--- config.mk ---
export PLATFORM = sky130hd
export DESIGN_NAME = bwof_front
export DESIGN_NICKNAME = d
export VERILOG_FILES = /design/src/sv/bwof_pkg.sv /design/src/sv/bwof_front.sv
export SDC_FILE = /design/constraint.sdc
export NUM_CORES = 1
export LEC_CHECK = 0
export ABC_AREA = 1
export BUFFER_PORTS_ARGS = -buffer_cell sky130_fd_sc_hd__buf_2
export CORE_AREA = 2 2 225 227
export DETAILED_ROUTE_END_ITERATION = 10
export DIE_AREA = 0 0 227 229
export PLACE_DENSITY_LB_ADDON = 0.2
export SYNTH_ARGS = -nofsm -noshare
export SYNTH_HDL_FRONTEND = slang
export SYNTH_SLANG_ARGS = --single-unit
--- constraint.sdc ---
create_clock -name vclk -period 5
set_clock_uncertainty 0.1 [all_clocks]
set_input_delay 0.75 -clock vclk [all_inputs]
set_output_delay 0.75 -clock vclk [all_outputs]
set_load 0.01 [all_outputs]
--- src/sv/bwof_pkg.sv ---
// Shared types and constants for the box/window overlap fraction core.
package bwof_pkg;

	localparam int COORD_W    = 48;          // Q31.16 coordinate width at the ports
	localparam int CW         = 53;          // internal coordinate width, covers all turn shifts
	localparam int MW         = 50;          // multiplier operand width
	localparam int PW         = 2 * MW;      // product width
	localparam int CNT_W      = 6;           // iteration counter, holds CW
	localparam int FIFO_DEPTH = 2;           // front-to-back queue depth

	typedef logic signed [COORD_W-1:0] coord_t;
	typedef logic signed [CW-1:0]      wcoord_t;
	typedef logic signed [COORD_W:0]   span_t;

	typedef struct packed {
		coord_t north;
		coord_t south;
		coord_t east;
		coord_t west;
		logic   latlong;
	} win_cfg_t;

	typedef struct packed {
		logic   vert_ok;   // vertical overlap is positive
		span_t  v;         // vertical overlap
		span_t  dy;        // box height
		coord_t east;
		coord_t west;
	} box_item_t;

	typedef enum logic [3:0] {
		ST_IDLE,
		ST_E_CHK,
		ST_W_CHK,
		ST_H1,
		ST_B_CHK,
		ST_C_CHK,
		ST_H2,
		ST_TDIV,
		ST_APPLY,
		ST_MINIT,
		ST_MUL,
		ST_DCHK,
		ST_DIV,
		ST_OUT
	} back_st_t;

	typedef enum logic [1:0] {
		STEP_E,    // pull east edge back under the window
		STEP_W,    // push east edge up to the window west edge
		STEP_B,    // push west edge up to the window
		STEP_C     // pull west edge back under the window east edge
	} turn_step_t;

endpackage

--- src/sv/bwof_front.sv ---
// Front stage: accepts a box, computes vertical overlap and height, queues it.
module bwof_front import bwof_pkg::*; (
	input  logic                   s_tvalid,
	output logic                   s_tready,
	input  logic [4*COORD_W-1:0]   s_tdata,
	input  win_cfg_t               cfg,
	input  logic                   q_full,
	output logic                   push,
	output box_item_t              item
);

	coord_t bn, bs, nmin, smax;
	span_t  v;

	assign bn = s_tdata[COORD_W-1:0];
	assign bs = s_tdata[2*COORD_W-1:COORD_W];

	assign nmin = (cfg.north < bn) ? cfg.north : bn;
	assign smax = (cfg.south > bs) ? cfg.south : bs;
	assign v    = span_t'(nmin) - span_t'(smax);

	assign s_tready     = !q_full;
	assign push         = s_tvalid && !q_full;
	assign item.v       = v;
	assign item.vert_ok = !v[COORD_W] && (v != '0);
	assign item.dy      = span_t'(bn) - span_t'(bs);
	assign item.east    = s_tdata[3*COORD_W-1:2*COORD_W];
	assign item.west    = s_tdata[4*COORD_W-1:3*COORD_W];

endmodule

==> flow_metrics.tcl <==
set metrics [dict create \
    synth_top_cell_area_share 0.265 \
    power_mw 6.37 \
    critPathBufInv 10 \
    cp-start-kind "input pin" \
    leakagePower_nw 11.9 \
    synth_mux_area_frac 0 \
    die_h_um 229 \
    cp_common_cell "buf_4" \
    violations "negative setup slack" \
    netlist_area_um2 12200 \
    tns_ns -7.86 \
    cp.arrival_ns 4.81 \
    relSlewSlack 0.529 \
    finalSetupViolCount 35 \
    fp.dieArea_um2 52000 \
    hold_viol 0 \
    hold_depth 0 \
    ant_nets 0 \
    area_delta_synth_final_pct 81.9 \
    grt_pass1_vias 17100 \
    cap_viol_max_count 0 \
    yosys.area_share.adder 0.199 \
    drt-initial-drc-count 1016 \
    design_area_um2 22200 \
    firstDrtPassIters 6 \
    regArea_um2 0 \
    post-dp-hpwl_um 55100 \
    clock.fmax_mhz 177 \
    slowest_delay_ns 0.36 \
    drt-total-wl_um 65000 \
    min_period_ns 5.66 \
    layout_commonest_cell "nand2_1" \
    tightest_slew_ns 0.700 \
    end_kind "output pin" \
    fillCellCount 5318 \
    min_period_over_period 1.13 \
    vias 17100 \
    synth_compound_area_frac 0.123 \
    cp_data_required_time_ns 4.15 \
    setup_ws_ns -0.664 \
    slew_violations 0 \
    synthXorXnorAreaFrac 0.0409 \
    flops_and_latches 0 \
    synth_cells 2362 \
    gp_congestion 0.993 \
    grt_pass1_wl_um 94800 \
    wl_per_cell_um 17.6 \
    hold_end "item[25]" \
    core_area_um2 49700 \
    antenna_found_initial 9 \
    synth_nets 2942 \
    critPathKind "input pin to output pin" \
    yosys.area.top_type "nand2_1" \
    ir_drop_v 0.000108 \
    track_usage 0.237 \
    start_util 0.246 \
    ys_warn_count 0 \
    hold_start "s_tdata[169]" \
    vias_per_cell 4.64 \
    crit_path_top_delay_cell "fa_2" \
    final_nets 3593 \
    grt.overflow.total 0 \
    post_dp_cell_area_um2 16600 \
    final_cell_mix "nand2_1, buf_4, inv_1" \
    hp-class "input pin to output pin" \
    dp.cells 3586 \
    row_count 82 \
    pre_cts_ws_ns -1.22 \
    port_buffers 295 \
    die_w_um 227 \
    rsz0062_at_grt "yes" \
    critical_path.max_fanout 6 \
    cts_hold_buf 0 \
    finalNonFillerCells 3687 \
    n_clock_buffer 0 \
    ys_top_cells_by_area "nand2_1, ha_1, inv_1" \
    yosysUniqueCellTypes 40 \
    io_pins 584 \
    p_per_area_nw_per_um2 287 \
    synth_top_family_by_area "simple AND/OR/NAND/NOR gates" \
    syn_area_per_cell_um2 5.17 \
    drc 0 \
    synthSimpleGateAreaFrac 0.419 \
    seq_area_frac_synth 0 \
    outcome "finished, violations left" \
    grt_max_degree 25 \
    crit_family "simple AND/OR/NAND/NOR gates" \
    final_layout_size_suffix_gt1_frac 0.507 \
]
-- how the worst max path moves through the flow --
stage | from | to | slack [ns] | depth (start not counted)
finish | s_tdata[64] | item[194] | -0.66 | 27
global route | s_tdata[95] | item[194] | -0.84 | 31
CTS | cfg[144] | item[194] | -0.64 | 33
detailed placement | s_tdata[19] | item[194] | -1.22 | 26
global placement | s_tdata[19] | item[194] | -1.23 | 30
floorplan | s_tdata[95] | item[194] | 0.03 | 31
-- cells in the mapped netlist (3+ instances only) --
| cell | number |
|---|---|
| a211oi_1 | 3 |
| a21boi_0 | 3 |
| a21o_1 | 4 |
| a21oi_1 | 144 |
| a31oi_1 | 13 |
| and2_1 | 3 |
| and3_1 | 3 |
| buf_2 | 15 |
| buf_4 | 100 |
| buf_6 | 4 |
| clkbuf_1 | 7 |
| ha_1 | 191 |
| inv_1 | 471 |
| nand2_1 | 862 |
| nand3_1 | 75 |
| nand3b_1 | 18 |
| nand4_1 | 76 |
| nor2_1 | 174 |
| nor3_1 | 15 |
| nor4_1 | 8 |
| o211ai_1 | 8 |
| o21a_1 | 16 |
| o21ai_0 | 58 |
| o21ai_1 | 6 |
| o21bai_1 | 7 |
| o221ai_1 | 4 |
| xnor2_1 | 19 |
| xor2_1 | 38 |
-- final cells by class --
class	count	area, um^2	area share
diodes	4	10.0	0.000450
inverters	471	1830	0.0825
multi-input cells	1764	13400	0.602
well taps	672	841	0.0378
repair buffers	776	6170	0.278
-- report_power, final --
| part | internal (mW) | switching (mW) | total, mW |
|---|---|---|---|
| clock network | 0.000000107 | 0 | 0.000000107 |
| registers | 0 | 0 | 0 |
| logic | 3.07 | 3.30 | 6.37 |
| total | 3.07 | 3.30 | 6.37 |
-- cell families (layout without fill, tap and decap cells) --
kind of cell | after synthesis | count (layout)
other | 0 | 4
buffers and inverters | 598 | 1247
xor gates and xnor gates | 57 | 57
adders and majority gates | 193 | 193
and+or+nand+nor | 1243 | 1243
AOI/OAI and AO/OA | 271 | 271
-- metrics by stage --
step                      hold WS, ns   util
after floorplan                  1.44      -
after global placement           1.40  0.335
after detailed placement         1.40  0.335
after CTS                        1.40  0.397
after global routing             1.40  0.448
final                            1.40  0.448
-- layer usage --
metal,up-vias,track usage,wire (um)
li1,8655,-,-
met1,7876,0.331,30000
met2,502,0.392,30000
met3,89,0.0144,3050
met4,0,0.0645,1970
met5,-,0,0
-- what timing repair did --
action                                  4_1_cts  5_1_grt
buffers inserted                             66       49
gates cloned                                  9        3
endpoints found under the setup margin       47       46
resized for setup                           543      621
pin swaps                                   149      263
No activity file was read; power rests on OpenSTA's default activity.
