<file path="config.mk">
export PLATFORM = sky130hd
export DESIGN_NAME = bwof_fifo
export DESIGN_NICKNAME = d
export VERILOG_FILES = /design/src/sv/bwof_pkg.sv /design/src/sv/bwof_fifo.sv
export SDC_FILE = /design/constraint.sdc
export NUM_CORES = 1
export LEC_CHECK = 0
export BUFFER_PORTS_ARGS = -buffer_cell sky130_fd_sc_hd__buf_2
export CORE_ASPECT_RATIO = 1.5
export CORE_MARGIN = 8
export CORE_UTILIZATION = 47
export CTS_CLUSTER_SIZE = 10
export DETAILED_ROUTE_END_ITERATION = 16
export HOLD_SLACK_MARGIN = 0.12
export PLACE_DENSITY = 0.72
export SKIP_LAST_GASP = 1
export SYNTH_ARGS = -nofsm -noshare
export SYNTH_HDL_FRONTEND = slang
export SYNTH_SLANG_ARGS = --single-unit
</file>
<file path="constraint.sdc">
create_clock -name clk -period 9.9 [get_ports clk]
set_clock_uncertainty 0.15 [all_clocks]
set_input_delay 1.98 -clock clk [delete_from_list [all_inputs] [get_ports clk]]
set_output_delay 1.98 -clock clk [all_outputs]
set_load 0.05 [all_outputs]
</file>
<file path="src/sv/bwof_pkg.sv">
// Shared types and constants for the box/window overlap fraction core.
package bwof_pkg;

	localparam int COORD_W    = 48;          // Q31.16 coordinate width at the ports
	localparam int CW         = 53;          // internal coordinate width, covers all turn shifts
	localparam int MW         = 50;          // multiplier operand width
	localparam int PW         = 2 * MW;      // product width
	localparam int CNT_W      = 6;           // iteration counter, holds CW
	localparam int FIFO_DEPTH = 2;           // front-to-back queue depth

	typedef logic signed [COORD_W-1:0] coord_t;
	typedef logic signed [CW-1:0]      wcoord_t;
	typedef logic signed [COORD_W:0]   span_t;

	typedef struct packed {
		coord_t north;
		coord_t south;
		coord_t east;
		coord_t west;
		logic   latlong;
	} win_cfg_t;

	typedef struct packed {
		logic   vert_ok;   // vertical overlap is positive
		span_t  v;         // vertical overlap
		span_t  dy;        // box height
		coord_t east;
		coord_t west;
	} box_item_t;

	typedef enum logic [3:0] {
		ST_IDLE,
		ST_E_CHK,
		ST_W_CHK,
		ST_H1,
		ST_B_CHK,
		ST_C_CHK,
		ST_H2,
		ST_TDIV,
		ST_APPLY,
		ST_MINIT,
		ST_MUL,
		ST_DCHK,
		ST_DIV,
		ST_OUT
	} back_st_t;

	typedef enum logic [1:0] {
		STEP_E,    // pull east edge back under the window
		STEP_W,    // push east edge up to the window west edge
		STEP_B,    // push west edge up to the window
		STEP_C     // pull west edge back under the window east edge
	} turn_step_t;

endpackage

</file>
<file path="src/sv/bwof_fifo.sv">
// Short queue between the front stage and the back sequencer.
module bwof_fifo import bwof_pkg::*; (
	input  logic      clk,
	input  logic      arst_n,
	input  logic      push,
	input  box_item_t wdata,
	input  logic      pop,
	output box_item_t rdata,
	output logic      full,
	output logic      not_empty
);

	localparam int PTR_W = (FIFO_DEPTH > 1) ? $clog2(FIFO_DEPTH) : 1;
	localparam int CNT_FW = $clog2(FIFO_DEPTH + 1);

	box_item_t          mem_q [FIFO_DEPTH];
	logic [PTR_W-1:0]   wr_ptr_q, rd_ptr_q;
	logic [CNT_FW-1:0]  cnt_q;

	assign full      = (cnt_q == CNT_FW'(FIFO_DEPTH));
	assign not_empty = (cnt_q != '0);
	assign rdata     = mem_q[rd_ptr_q];

	always_ff @(posedge clk) begin
		if (push)
			mem_q[wr_ptr_q] <= wdata;
	end

	always_ff @(posedge clk or negedge arst_n) begin
		if (!arst_n) begin
			wr_ptr_q <= '0;
			rd_ptr_q <= '0;
			cnt_q    <= '0;
		end else begin
			if (push)
				wr_ptr_q <= (wr_ptr_q == PTR_W'(FIFO_DEPTH-1)) ? '0 : wr_ptr_q + 1'b1;
			if (pop)
				rd_ptr_q <= (rd_ptr_q == PTR_W'(FIFO_DEPTH-1)) ? '0 : rd_ptr_q + 1'b1;
			if (push && !pop)
				cnt_q <= cnt_q + 1'b1;
			else if (pop && !push)
				cnt_q <= cnt_q - 1'b1;
		end
	end

	a_no_overflow: assert property (@(posedge clk) disable iff (!arst_n)
		push |-> !full || pop) else $error("queue push while full");
	a_cnt_range: assert property (@(posedge clk) disable iff (!arst_n)
		cnt_q <= CNT_FW'(FIFO_DEPTH)) else $error("queue count out of range");
	a_pop_nonempty: assert property (@(posedge clk) disable iff (!arst_n)
		pop |-> not_empty) else $error("queue pop while empty");

endmodule

</file>
==> metrics.cfg <==
[run_status]
status=finished, final reports clean

[synth]
seq_area_frac_synth_pct=79.6
synthCells=623
syn_avg_cell_area_um2=23.8
ys_types=14
netlist_area_um2=14800
syn_nets=823
ys_ff_latch=394
synth_warnings=0

[floorplanning]
rows=79
die_w_um=161
die_area_um2=37600
pin_count=396
die_y_um=234
core-area_um2=31000
start_util_pct=47.8

[routing]
dr.first_iter.drc_count=377
avgViaCountPerCell=4.99
wirelength_um=33100
first_pass_iters=4
wire_per_inst_um=22.4
vias=7363
ant_nets=0
drc=0

[clocking]
clock_sinks=394
cts-hold-fix-buffers=0
postCtsSetupRepairBufs=0
clockBufferDepth=3
numCtsBuffers=45
cts-root-buf=clkbuf_16
cts_tree=built
clkSlewWorstSetupHoldPaths_ns=0.05
h-tree-depth=2
clk_latency_ns=0.52
cts_resized=0

[pwr]
power.switching_uw=2530
pwr-share-seq_pct=36.7
swShare_pct=39.6
p_leak_uw=0.00730
pwr-share-comb_pct=41.5
irDropWorstVdd_mv=0.261
p_per_area_nw_per_um2=347
clock_power_share_pct=21.9
intPower_uw=3850

[cells_and_area]
most-common-layout-cells=buf_2 (395), edfxtp_1 (390), mux2_4 (140), mux2_2 (55), clkbuf_16 (45)
area_growth_pct=24.0
layout_commonest_cell=buf_2
drive_gt1_share_pct=61.1
nets=1251
final_core_util_pct=59.3

[hold_path]
min_from=cnt_q[1]
hold-path-endpoint=cnt_q[1]
hold_depth=1
min_path_type=reg2reg

[timing]
setup-tns-final_ns=0
hold_violations=0
setup_violations=0
drv_slew=0
fmax_mhz=177
worst_slew_pin_slew_ns=1.13
slew_headroom_pct=24.5
rsz0062_at_grt=no
period_needed_ns=5.65
timing.final.crit_share_pct=57.1

[grt]
grt_max_degree=78
grt_pass1_vias=8107
overflow=0
grt_use_total_pct=16.7
antenna_found_initial=14
grt_pass1_wl_um=47300

[critical_path]
r2r_setup_slack_ns=7.22
crit_required_ns=7.77
critPathLaunch=rd_ptr_q
worstRegToRegCells=3
start_kind=flop
crit_arrival_ns=3.52
cp-end-kind=primary output
r2r_end=mem_q[0][142]
path_class=reg2out
cp_max_fo=56
r2r-start=wr_ptr_q

[placement]
place_hpwl_um=23600
gp_congestion=0.804
port_buffers=395

[job]
drv_cap=0

## logic make-up (layout without fill, tap and decap cells)
kind of cell | after synthesis | in the layout | share of synthesized area [%]
DFF | 394 | 394 | 79.6
muxes | 195 | 195 | 18.3
buffers and inverters | 23 | 460 | 1.48
xor gates and xnor gates | 5 | 5 | 0.295
and+or+nand+nor | 5 | 5 | 0.194
adders and majority gates | 1 | 1 | 0.0843
other | 0 | 12 | 0
## flip-flops by register name (all words and copies together) (netlist names)
signal	cells
mem_q	390
rd_ptr_q	1
cnt_q	2
wr_ptr_q	1
## how the worst max path moves through the flow
stage          slack, ns           to  cells after the start
2_1_floorplan       2.25  mem_q[0][0]                      1
3_3_place_gp        4.84    rdata[34]                      4
3_5_place_dp        4.78    rdata[44]                      4
4_1_cts             4.20    rdata[65]                      4
5_1_grt             4.09    rdata[26]                      4
6_report            4.25    rdata[25]                      4
## synthesized netlist by cell type (all sizes together)
| library cell | count | area share (%) |
|---|---|---|
| xor2 | 4 | 0.24 |
| or2 | 1 | 0.042 |
| and2 | 1 | 0.042 |
| buf | 22 | 1.5 |
| nor2b | 2 | 0.084 |
| mux2 | 195 | 18 |
| edfxtp | 390 | 79 |
| nor2 | 1 | 0.025 |
| dfrtp | 4 | 0.67 |
| ha | 1 | 0.084 |
| inv | 1 | 0.025 |
| xnor2 | 1 | 0.059 |
## metrics by stage
stage / hold slack, ns / total power, µW / setup WS, ns / cell area, µm² / instances
6_report: 0.336 / 6380 / 4.25 / 18400 / 1477
5_1_grt: 0.357 / 6610 / 4.09 / 18400 / 1477
3_3_place_gp: 0.317 / 5030 / 4.84 / 17200 / 1409
3_5_place_dp: 0.320 / 5050 / 4.78 / 17200 / 1409
2_1_floorplan: 0.297 / 4590 / 2.25 / 14800 / 623
4_1_cts: 0.337 / 6460 / 4.20 / 18400 / 1465
## cell type report
cell class              count  area, µm²
fillers                  2381      12600
flip-flops and latches    394      11800
multi-input cells         206       2820
repair buffers            403       2040
clock buffers              55       1160
well taps                 405        507
clock inverters             1       30.0
diodes                     12       30.0
inverters                   1       3.75
## per-layer routing
layer	GRT usage (%)	share of wire, %	vias up
met4	10.5	4.5	4
met3	4.88	6.7	79
met2	31.1	56	280
met1	15.8	33	3666
li1	-	-	3334
met5	0	0.085	-
## worst max-delay path, stage by stage, from the launching register on
cell     delay (ns)
dfrtp_4        0.81
buf_4          0.64
buf_4          0.87
mux2_4         0.36
buf_2          0.21
## power groups by stage
stage / Combinational (µW) / Clock, µW / Sequential [µW]
after detailed placement: 2680 / 0 / 2380
after global routing: 2750 / 1490 / 2370
after floorplan: 2220 / 0 / 2360
final: 2650 / 1400 / 2340
after global placement: 2670 / 0 / 2360
after CTS: 2680 / 1440 / 2350
Note: power is estimated with default switching activity, not from simulation.
